--- src/rtl/core/tpsp_pkg.sv ---
`default_nettype none

package tpsp_pkg;

    // Width of every pixel field at the ports.
    localparam int FIELD_BITS = 16;

    // Default width of the pixel datapath.
    localparam int PIXEL_BITS_DEF = 16;

endpackage

`default_nettype wire

--- src/rtl/core/tpsp_diff_sq.sv ---
`default_nettype none

// Three-stage front end: absolute differences, squares, exact sum.
module tpsp_diff_sq #(
    parameter int PIXEL_BITS = tpsp_pkg::PIXEL_BITS_DEF
) (
    input  wire logic                                clk,
    input  wire logic                                rst_n,
    input  wire logic                                en,
    input  wire logic                                valid,
    input  wire logic [tpsp_pkg::FIELD_BITS-1:0]     p0,
    input  wire logic [tpsp_pkg::FIELD_BITS-1:0]     p1,
    input  wire logic [tpsp_pkg::FIELD_BITS-1:0]     p2,
    output logic                                     sum_valid,
    output logic [2*PIXEL_BITS+1:0]                  sum
);
    import tpsp_pkg::*;

    localparam int PB = PIXEL_BITS;
    localparam int SW = 2 * PIXEL_BITS + 2;

    logic [PB-1:0]   a0;
    logic [PB-1:0]   a1;
    logic [PB-1:0]   a2;
    logic [PB-1:0]   d01_next;
    logic [PB-1:0]   d12_next;
    logic [PB-1:0]   d20_next;
    logic [PB-1:0]   d01_reg;
    logic [PB-1:0]   d12_reg;
    logic [PB-1:0]   d20_reg;
    logic [2*PB-1:0] s01_reg;
    logic [2*PB-1:0] s12_reg;
    logic [2*PB-1:0] s20_reg;
    logic [SW-1:0]   sum_next;
    logic [SW-1:0]   sum_reg;
    logic            v_diff_reg;
    logic            v_sq_reg;
    logic            v_sum_reg;

    // Drop the bits above the datapath width
    assign a0 = p0[PB-1:0];
    assign a1 = p1[PB-1:0];
    assign a2 = p2[PB-1:0];

    // Form the absolute pairwise differences
    assign d01_next = (a0 > a1) ? (a0 - a1) : (a1 - a0);
    assign d12_next = (a1 > a2) ? (a1 - a2) : (a2 - a1);
    assign d20_next = (a2 > a0) ? (a2 - a0) : (a0 - a2);

    // Add the three squares at full width
    assign sum_next = {2'b00, s01_reg} + {2'b00, s12_reg} + {2'b00, s20_reg};

    // Advance the valid marks
    always_ff @(posedge clk or negedge rst_n)
    begin
        if (!rst_n)
        begin
            v_diff_reg <= 1'b0;
            v_sq_reg   <= 1'b0;
            v_sum_reg  <= 1'b0;
        end
        else if (en)
        begin
            v_diff_reg <= valid;
            v_sq_reg   <= v_diff_reg;
            v_sum_reg  <= v_sq_reg;
        end
    end

    // Advance the payload: differences, then squares, then sum
    always_ff @(posedge clk)
    begin
        if (en)
        begin
            d01_reg <= d01_next;
            d12_reg <= d12_next;
            d20_reg <= d20_next;
            s01_reg <= d01_reg * d01_reg;
            s12_reg <= d12_reg * d12_reg;
            s20_reg <= d20_reg * d20_reg;
            sum_reg <= sum_next;
        end
    end

    assign sum_valid = v_sum_reg;
    assign sum       = sum_reg;

endmodule

`default_nettype wire

--- src/rtl/core/tpsp_sqrt_cell.sv ---
`default_nettype none

// One step of the digit-by-digit square root: settles one root bit.
module tpsp_sqrt_cell #(
    parameter int PIXEL_BITS = tpsp_pkg::PIXEL_BITS_DEF
) (
    input  wire logic                      clk,
    input  wire logic                      rst_n,
    input  wire logic                      en,
    input  wire logic                      valid_in,
    input  wire logic [2*PIXEL_BITS+1:0]   rad_in,
    input  wire logic [PIXEL_BITS+2:0]     rem_in,
    input  wire logic [PIXEL_BITS:0]       root_in,
    output logic                           valid_out,
    output logic [2*PIXEL_BITS+1:0]        rad_out,
    output logic [PIXEL_BITS+2:0]          rem_out,
    output logic [PIXEL_BITS:0]            root_out
);
    import tpsp_pkg::*;

    localparam int RB   = PIXEL_BITS + 1;
    localparam int RW   = 2 * RB;
    localparam int REMW = RB + 2;

    logic [REMW-1:0] cur;
    logic [REMW-1:0] trial;
    logic            fits;
    logic            valid_reg;
    logic [RW-1:0]   rad_next;
    logic [RW-1:0]   rad_reg;
    logic [REMW-1:0] rem_next;
    logic [REMW-1:0] rem_reg;
    logic [RB-1:0]   root_next;
    logic [RB-1:0]   root_reg;

    // Bring down the next two radicand bits and try the next root bit
    assign cur       = {rem_in[REMW-3:0], rad_in[RW-1:RW-2]};
    assign trial     = {root_in, 2'b01};
    assign fits      = (cur >= trial);
    assign rem_next  = fits ? (cur - trial) : cur;
    assign root_next = {root_in[RB-2:0], fits};
    assign rad_next  = {rad_in[RW-3:0], 2'b00};

    // Hand the valid mark on
    always_ff @(posedge clk or negedge rst_n)
    begin
        if (!rst_n)
        begin
            valid_reg <= 1'b0;
        end
        else if (en)
        begin
            valid_reg <= valid_in;
        end
    end

    // Hand the partial root on to the neighbour
    always_ff @(posedge clk)
    begin
        if (en)
        begin
            rad_reg  <= rad_next;
            rem_reg  <= rem_next;
            root_reg <= root_next;
        end
    end

    assign valid_out = valid_reg;
    assign rad_out   = rad_reg;
    assign rem_out   = rem_reg;
    assign root_out  = root_reg;

endmodule

`default_nettype wire

--- src/rtl/core/three_phase_section_pixel_top.sv ---
`default_nettype none

// Channel  | handshake            | words
// ---------+----------------------+-------------------------------------------
// in       | in_valid / in_ready  | phase0_pixel, phase1_pixel, phase2_pixel
// out      | out_valid / out_ready| section_pixel, clipped
//
// One word is taken per cycle while in_ready is high. The path runs through
// three front stages, one root cell per root bit (PIXEL_BITS + 1), one output.
// Each root cell hands its word on every cycle unless the chain is stalled.
// Reset clears every valid mark; the payload registers are not reset.
// A stalled output fills a one-word skid register; in_ready drops only then.
module three_phase_section_pixel_top #(
    parameter int PIXEL_BITS = tpsp_pkg::PIXEL_BITS_DEF
) (
    input  wire logic                               clk,
    input  wire logic                               rst_n,
    input  wire logic                               in_valid,
    output logic                                    in_ready,
    input  wire logic [tpsp_pkg::FIELD_BITS-1:0]    phase0_pixel,
    input  wire logic [tpsp_pkg::FIELD_BITS-1:0]    phase1_pixel,
    input  wire logic [tpsp_pkg::FIELD_BITS-1:0]    phase2_pixel,
    output logic                                    out_valid,
    input  wire logic                               out_ready,
    output logic [tpsp_pkg::FIELD_BITS-1:0]         section_pixel,
    output logic                                    clipped
);
    import tpsp_pkg::*;

    localparam int PB   = PIXEL_BITS;
    localparam int RB   = PIXEL_BITS + 1;
    localparam int RW   = 2 * RB;
    localparam int REMW = RB + 2;

    logic                  en;
    logic                  sum_valid;
    logic [RW-1:0]         sum;
    logic                  cv   [0:RB];
    logic [RW-1:0]         crad [0:RB];
    logic [REMW-1:0]       crem [0:RB];
    logic [RB-1:0]         croot[0:RB];
    logic                  fin_valid;
    logic [RB-1:0]         fin_root;
    logic                  fin_clip;
    logic [FIELD_BITS-1:0] fin_pixel;
    logic                  take_new;
    logic                  out_valid_reg;
    logic [FIELD_BITS-1:0] out_pixel_reg;
    logic                  out_clip_reg;
    logic                  skid_valid_reg;
    logic [FIELD_BITS-1:0] skid_pixel_reg;
    logic                  skid_clip_reg;

    // Whole chain advances unless the skid word is occupied
    assign en       = !skid_valid_reg;
    assign in_ready = en;

    tpsp_diff_sq #(
        .PIXEL_BITS(PIXEL_BITS)
    ) u_front (
        .clk      (clk),
        .rst_n    (rst_n),
        .en       (en),
        .valid    (in_valid),
        .p0       (phase0_pixel),
        .p1       (phase1_pixel),
        .p2       (phase2_pixel),
        .sum_valid(sum_valid),
        .sum      (sum)
    );

    // Seed the first root cell
    assign cv[0]    = sum_valid;
    assign crad[0]  = sum;
    assign crem[0]  = '0;
    assign croot[0] = '0;

    // Chain of root cells, one root bit each
    for (genvar i = 0; i < RB; i++)
    begin : g_cell
        tpsp_sqrt_cell #(
            .PIXEL_BITS(PIXEL_BITS)
        ) u_cell (
            .clk      (clk),
            .rst_n    (rst_n),
            .en       (en),
            .valid_in (cv[i]),
            .rad_in   (crad[i]),
            .rem_in   (crem[i]),
            .root_in  (croot[i]),
            .valid_out(cv[i+1]),
            .rad_out  (crad[i+1]),
            .rem_out  (crem[i+1]),
            .root_out (croot[i+1])
        );
    end

    // Saturate a root that needs the extra bit
    assign fin_valid = cv[RB];
    assign fin_root  = croot[RB];
    assign fin_clip  = fin_root[RB-1];
    assign fin_pixel = FIELD_BITS'(fin_clip ? {PB{1'b1}} : fin_root[PB-1:0]);
    assign take_new  = fin_valid && en;

    // Output word and skid word
    always_ff @(posedge clk or negedge rst_n)
    begin
        if (!rst_n)
        begin
            out_valid_reg  <= 1'b0;
            skid_valid_reg <= 1'b0;
        end
        else if (!out_valid_reg || out_ready)
        begin
            out_valid_reg  <= skid_valid_reg || take_new;
            skid_valid_reg <= 1'b0;
        end
        else if (take_new)
        begin
            skid_valid_reg <= 1'b1;
        end
    end

    always_ff @(posedge clk)
    begin
        if (!out_valid_reg || out_ready)
        begin
            if (skid_valid_reg)
            begin
                out_pixel_reg <= skid_pixel_reg;
                out_clip_reg  <= skid_clip_reg;
            end
            else
            begin
                out_pixel_reg <= fin_pixel;
                out_clip_reg  <= fin_clip;
            end
        end
        else if (take_new)
        begin
            skid_pixel_reg <= fin_pixel;
            skid_clip_reg  <= fin_clip;
        end
    end

    assign out_valid     = out_valid_reg;
    assign section_pixel = out_pixel_reg;
    assign clipped       = out_clip_reg;

endmodule

`default_nettype wire

--- config.mk ---
export PLATFORM = sky130hd
export DESIGN_NAME = three_phase_section_pixel_top
export DESIGN_NICKNAME = d
export VERILOG_FILES = /design/src/rtl/core/tpsp_pkg.sv /design/src/rtl/core/tpsp_diff_sq.sv /design/src/rtl/core/tpsp_sqrt_cell.sv /design/src/rtl/core/three_phase_section_pixel_top.sv
export SDC_FILE = /design/constraint.sdc
export NUM_CORES = 2
export LEC_CHECK = 0
export BUFFER_PORTS_ARGS = -buffer_cell sky130_fd_sc_hd__buf_2
export CAP_MARGIN = 20
export CORE_UTILIZATION = 25
export CTS_CLUSTER_SIZE = 16
export DETAILED_ROUTE_END_ITERATION = 8
export PLACE_DENSITY_LB_ADDON = 0.2
export SLEW_MARGIN = 20
export SYNTH_ARGS = -nofsm -noshare
export SYNTH_HDL_FRONTEND = slang
export SYNTH_SLANG_ARGS = --single-unit
--- constraint.sdc ---
create_clock -name clk -period 65.5 [get_ports clk]
set_input_delay 6.55 -clock clk [delete_from_list [all_inputs] [get_ports clk]]
set_output_delay 6.55 -clock clk [all_outputs]
set_load 0.02 [all_outputs]
Word level (Yosys, flattened, before mapping)
Cells that the tools add are included.

$add $sub $neg: 24. Multiply operators: 3. Order comparisons: 20. Mux-type cells: 24. Bitwise operators: 1. Reduce and logical (&&, ||, !) cells: 7.

Operators with widths (number): 17-bit two-way mux (15); 16-bit by 16-bit multiplier with 32-bit output (3); 16-bit subtractor (6); 16-bit two-way mux (5); 16-bit > comparator (3); 34-bit by 32-bit adder with 34-bit output (1); 32-bit by 32-bit adder with 33-bit output (1); 19-bit by 10-bit >= comparator with 1-bit output (1); 19-bit by 11-bit >= comparator with 1-bit output (1); 19-bit by 12-bit >= comparator with 1-bit output (1); 19-bit by 13-bit >= comparator with 1-bit output (1); 19-bit by 14-bit >= comparator with 1-bit output (1); 19-bit by 15-bit >= comparator with 1-bit output (1); 19-bit by 16-bit >= comparator with 1-bit output (1); 19-bit by 17-bit >= comparator with 1-bit output (1); 19-bit by 18-bit >= comparator with 1-bit output (1); 19-bit by 3-bit >= comparator with 1-bit output (1); 19-bit by 4-bit >= comparator with 1-bit output (1); 19-bit by 5-bit >= comparator with 1-bit output (1); 19-bit by 6-bit >= comparator with 1-bit output (1); 19-bit by 7-bit >= comparator with 1-bit output (1); 19-bit by 8-bit >= comparator with 1-bit output (1); 19-bit by 9-bit >= comparator with 1-bit output (1); 17-bit by 10-bit subtractor with 17-bit output (1); 24 further kinds (28).

Register bits after elaboration: 917. Input bits: 52. Output and inout port bits: 19. Logic and storage cells: 162.

Depth between registers and ports, before layout
Depth in word-level cells: 4. Gate-level depth with buffers: 27. Depth with buffers taken out: 26.

Hierarchy
A second synthesis with hierarchy kept.

Cell total of the unflattened synthesis: 8256. Area total of the unflattened synthesis: 95341.4 um^2.

Modules (own cells, without submodules): tpsp_sqrt_cell (times used 17, cells each 265, area an instance 3498.4 um^2, sequential area each 2067.0 um^2); tpsp_diff_sq (times used 1, cells each 3673, area an instance 34398.0 um^2, sequential area each 5330.1 um^2); three_phase_section_pixel_top (times used 1, cells each 78, area an instance 1471.4 um^2, sequential area each 1071.0 um^2).

Worst setup path before layout
No wires, ideal clock.

Kind: reg-to-output. Start point: register skid_valid_reg. End point: output in_ready. Arrival time: 23.928 ns. Data required time: 58.950 ns. Setup slack: 35.022 ns. Stages on the path, launching flop included: 4. Buffers on the path: 2. Cells stage by stage: dfrtp_1 -> clkbuf_1 -> inv_2 -> buf_1.

Word-level cells in the longest chain between the ends: 1.

RTL lines: start: declaration (RTL line three_phase_section_pixel_top.sv:50) `logic skid_valid_reg;`; start signal: assignment (RTL line three_phase_section_pixel_top.sv:111) `skid_valid_reg <= 1'b0;`; start signal: assignment (RTL line three_phase_section_pixel_top.sv:116) `skid_valid_reg <= 1'b0;`; start signal: assignment (RTL line three_phase_section_pixel_top.sv:120) `skid_valid_reg <= 1'b1;`; 1-bit zero test (RTL line three_phase_section_pixel_top.sv:55) `assign en = !skid_valid_reg;`; end: declaration (RTL line three_phase_section_pixel_top.sv:19) `output logic in_ready,`.

Every way passes these cells.

Worst setup path in the final report
Start point: input phase1_pixel[9] (netlist name). End point: register u_front.d12_reg[15] (data pin).

Word-level cells in the longest chain between the ends: 2. Elaborated cells between the ends (all ways): 4. Those cells by class: add/sub: 2; order compare: 1; mux: 1.

RTL lines: start: declaration (RTL line three_phase_section_pixel_top.sv:21) `input wire logic [tpsp_pkg::FIELD_BITS-1:0] phase1_pixel,`; 16-bit subtractor / 16-bit > comparator (equally long branches) (RTL line tpsp_diff_sq.sv:47) `assign d12_next = (a1 > a2) ? (a1 - a2) : (a2 - a1);`; 16-bit two-way mux * (RTL line tpsp_diff_sq.sv:47); net u_front.d12_next[15] (RTL line tpsp_diff_sq.sv:26) `logic [PB-1:0] d12_next;`; end signal: assignment (RTL line tpsp_diff_sq.sv:76) `d12_reg <= d12_next;`; end: declaration (RTL line tpsp_diff_sq.sv:29) `logic [PB-1:0] d12_reg;`.

Mark *: on every way through the listed nets, which the timed path passes. The rest lies on a longest branch. A chain may end at the register's enable or synchronous reset.

==> out/results.txt <==
Sequential cell area -> 27200 sq um
Syn_nets -> 7126
Top Ports -> 71
Die height -> 517 um
Crit path launch type -> input pin
Clock Sinks -> 910
FF+latch count, synth -> 910
Critical Path AT -> 10.02 ns
Clk root buf -> clkbuf_16
Clk_skew -> 0.0480 ns
Max-slew violations -> 0
Number of port buffers -> 70
GP Congestion -> 0.840
Worst slew margin -> 30.3%
Commonest non-fill, non-tap cell in the layout -> inv_1
Number of flops mapped to enable cells by yosys -> 888
DP Wirelength -> 117 mm
Crit Path Category -> input pin to flop
CP Capture Type -> flop
Initial Util -> 25.2%
Post-CTS resize count -> 0
Top fanout value on the critical path -> 21
Vias in the first global route -> 43123
Area of the mapped netlist -> 66400 sq um
Distinct cells, synth -> 81
Overflow after GRT -> 0
Post-CTS Setup Inserts -> 0
Synthesized area per cell -> 11.2 sq um
Vias per inst -> 4.26
Iter 0 DRT Violations -> 2200
CORE AREA -> 263000 sq um
Syn. warnings -> 0
Period utilization -> 14.6%
WL/cell -> 15.6 um
Num rows -> 188
Multi-input logic area -> 34700 sq um
First-pass GRT wire length -> 240 mm
Critical Path RT -> 65.94 ns
Die X -> 517 um
Routed WL -> 150 mm
Antenna Violating Nets Remaining -> 0
Die ar. -> 268000 sq um
Seq/Total Area, Yosys -> 41.0%
Ys flop type -> edfxtp_1
Clock transition at path regs -> 0.06 ns
Hold Fails Final Rpt -> 0
Number of buffers created by CTS -> 100
Cts hold-fix bufs -> 0
Top post-synthesis cells by area -> edfxtp_1 40%, fa_1 15%, ha_1 12%
H-tree depth -> 3
Final-report setup violation count -> 0
P&R area growth vs syn -> 11.9%
Initial antenna violation count -> 5
Synth Instances -> 5947
Vias -> 41099
Fmax -> 104 MHz
TritonCTS clock tree -> done
DRC viols -> 0
Max Root-Sink Buffers -> 3
Gr usage total -> 11.4%
Fin crit period -> 9.58 ns
Post-synth top area cell -> edfxtp_1
Yosys top cell area share -> 40.2%
Max FFs per register -> 272
# fillers -> 27267
Max-cap violations -> 0
Setup TNS -> 0 ns
First drt pass iteration count -> 8
Hold crit path type -> flop to flop
Unrepaired setup endpoints after global routing -> no
Share of cells above drive strength 1 -> 6.76%
Nets@finish -> 7222
Clock Latency Late Sink -> 0.74 ns
Worst slew pin tran -> 1.05 ns
Largest net degree at the start of global routing -> 179
Status -> finished clean
Commonest non-fill, non-tap cells in the layout -> 1060 x inv_1, 888 x edfxtp_1, 632 x ha_1
Post-synthesis async set-or-reset flop share -> 2.42%
## routing by layer
layer / wire, um / track usage, %
met5: 0 / 0
met3: 4450 / 1.51
met4: 3530 / 3.03
met2: 74200 / 20.1
met1: 68100 / 14.4
## through the flow
| stage | util, % | cell area [sq um] | worst slack [ns] | cells | hold WS, ns |
|---|---|---|---|---|---|
| 6_report | 28.2 | 74300 | 55.92 | 9642 | 0.390 |
| 5_1_grt | 28.2 | 74300 | 55.76 | 9641 | 0.407 |
| 3_5_place_dp | 27.0 | 71000 | 55.26 | 9455 | 0.405 |
| 2_1_floorplan | - | 66400 | 35.02 | 5947 | 0.400 |
| 3_3_place_gp | 27.0 | 71000 | 55.23 | 9455 | 0.401 |
| 4_1_cts | 28.2 | 74300 | 56.03 | 9639 | 0.391 |
## Yosys cell counts (28+ instances only)
master / number
a21o_1: 157
a21oi_1: 316
and2_1: 143
clkbuf_1: 103
edfxtp_1: 888
fa_1: 495
ha_1: 632
inv_1: 1060
mux2_2: 69
mux2i_1: 30
nand2_1: 373
nand2b_1: 61
nand3_1: 75
nand4_1: 34
nor2_1: 277
nor2b_1: 69
nor3_1: 84
o21a_1: 69
o21ai_0: 145
o21bai_1: 40
or2_2: 45
or3_1: 28
xnor2_1: 242
xor2_1: 135
## critical path: stages
cell,delay (ns)
buf_2,0.11
inv_1,0.06
ha_1,0.48
a21oi_2,0.10
o21bai_1,0.23
a2111oi_2,0.11
o21ai_1,0.40
o21a_1,0.75
mux2_4,0.36
a31oi_1,0.19
o21ai_1,0.10
a221o_1,0.32
a31oi_1,0.18
xnor2_1,0.08
## kinds of logic (layout without fill, tap and decap cells)
logic type | after synthesis | in the layout | share of synthesized area, %
flip-flops | 910 | 910 | 41.0
adder cells (fa/ha/maj) | 1127 | 1127 | 26.8
XOR/XNOR | 377 | 377 | 4.97
multiplexers | 104 | 104 | 1.71
AND/OR/NAND/NOR | 1290 | 1290 | 9.55
AO/OA/AOI/OAI | 951 | 951 | 9.17
buffers and inverters | 1187 | 1365 | 6.76
other | 1 | 3 | 0.00565
## worst paths after layout
path,start,end,slack (ns),depth (start not counted)
hold reg to reg,g_cell[3].u_cell.rad_out[31],g_cell[4].u_cell.rad_out[33],0.39,0
setup reg to reg,u_front.d01_reg[9],u_front.s01_reg[31],57.79,25
min in group asynchronous,rst_n,g_cell[2].u_cell.valid_out,5.80,1
setup / recovery,phase1_pixel[9],u_front.d12_reg[15],55.92,14
max in group asynchronous,rst_n,g_cell[15].u_cell.valid_out,59.32,1
hold / removal,g_cell[3].u_cell.rad_out[31],g_cell[4].u_cell.rad_out[33],0.39,0
## area by class of cell
class	instances	share of cell area (%)
Multi-Input combinational cell	3850	46.7
Sequential cell	910	36.6
Tap cell	3515	5.92
Inverter	1062	5.37
Clock buffer	127	3.54
Timing Repair Buffer	119	0.983
Clock inverter	57	0.845
Antenna cell	2	0.00673
Power is left out: the tool's default activity adds up to more than one toggle a clock period on the data nets, which glitch-free logic cannot reach.
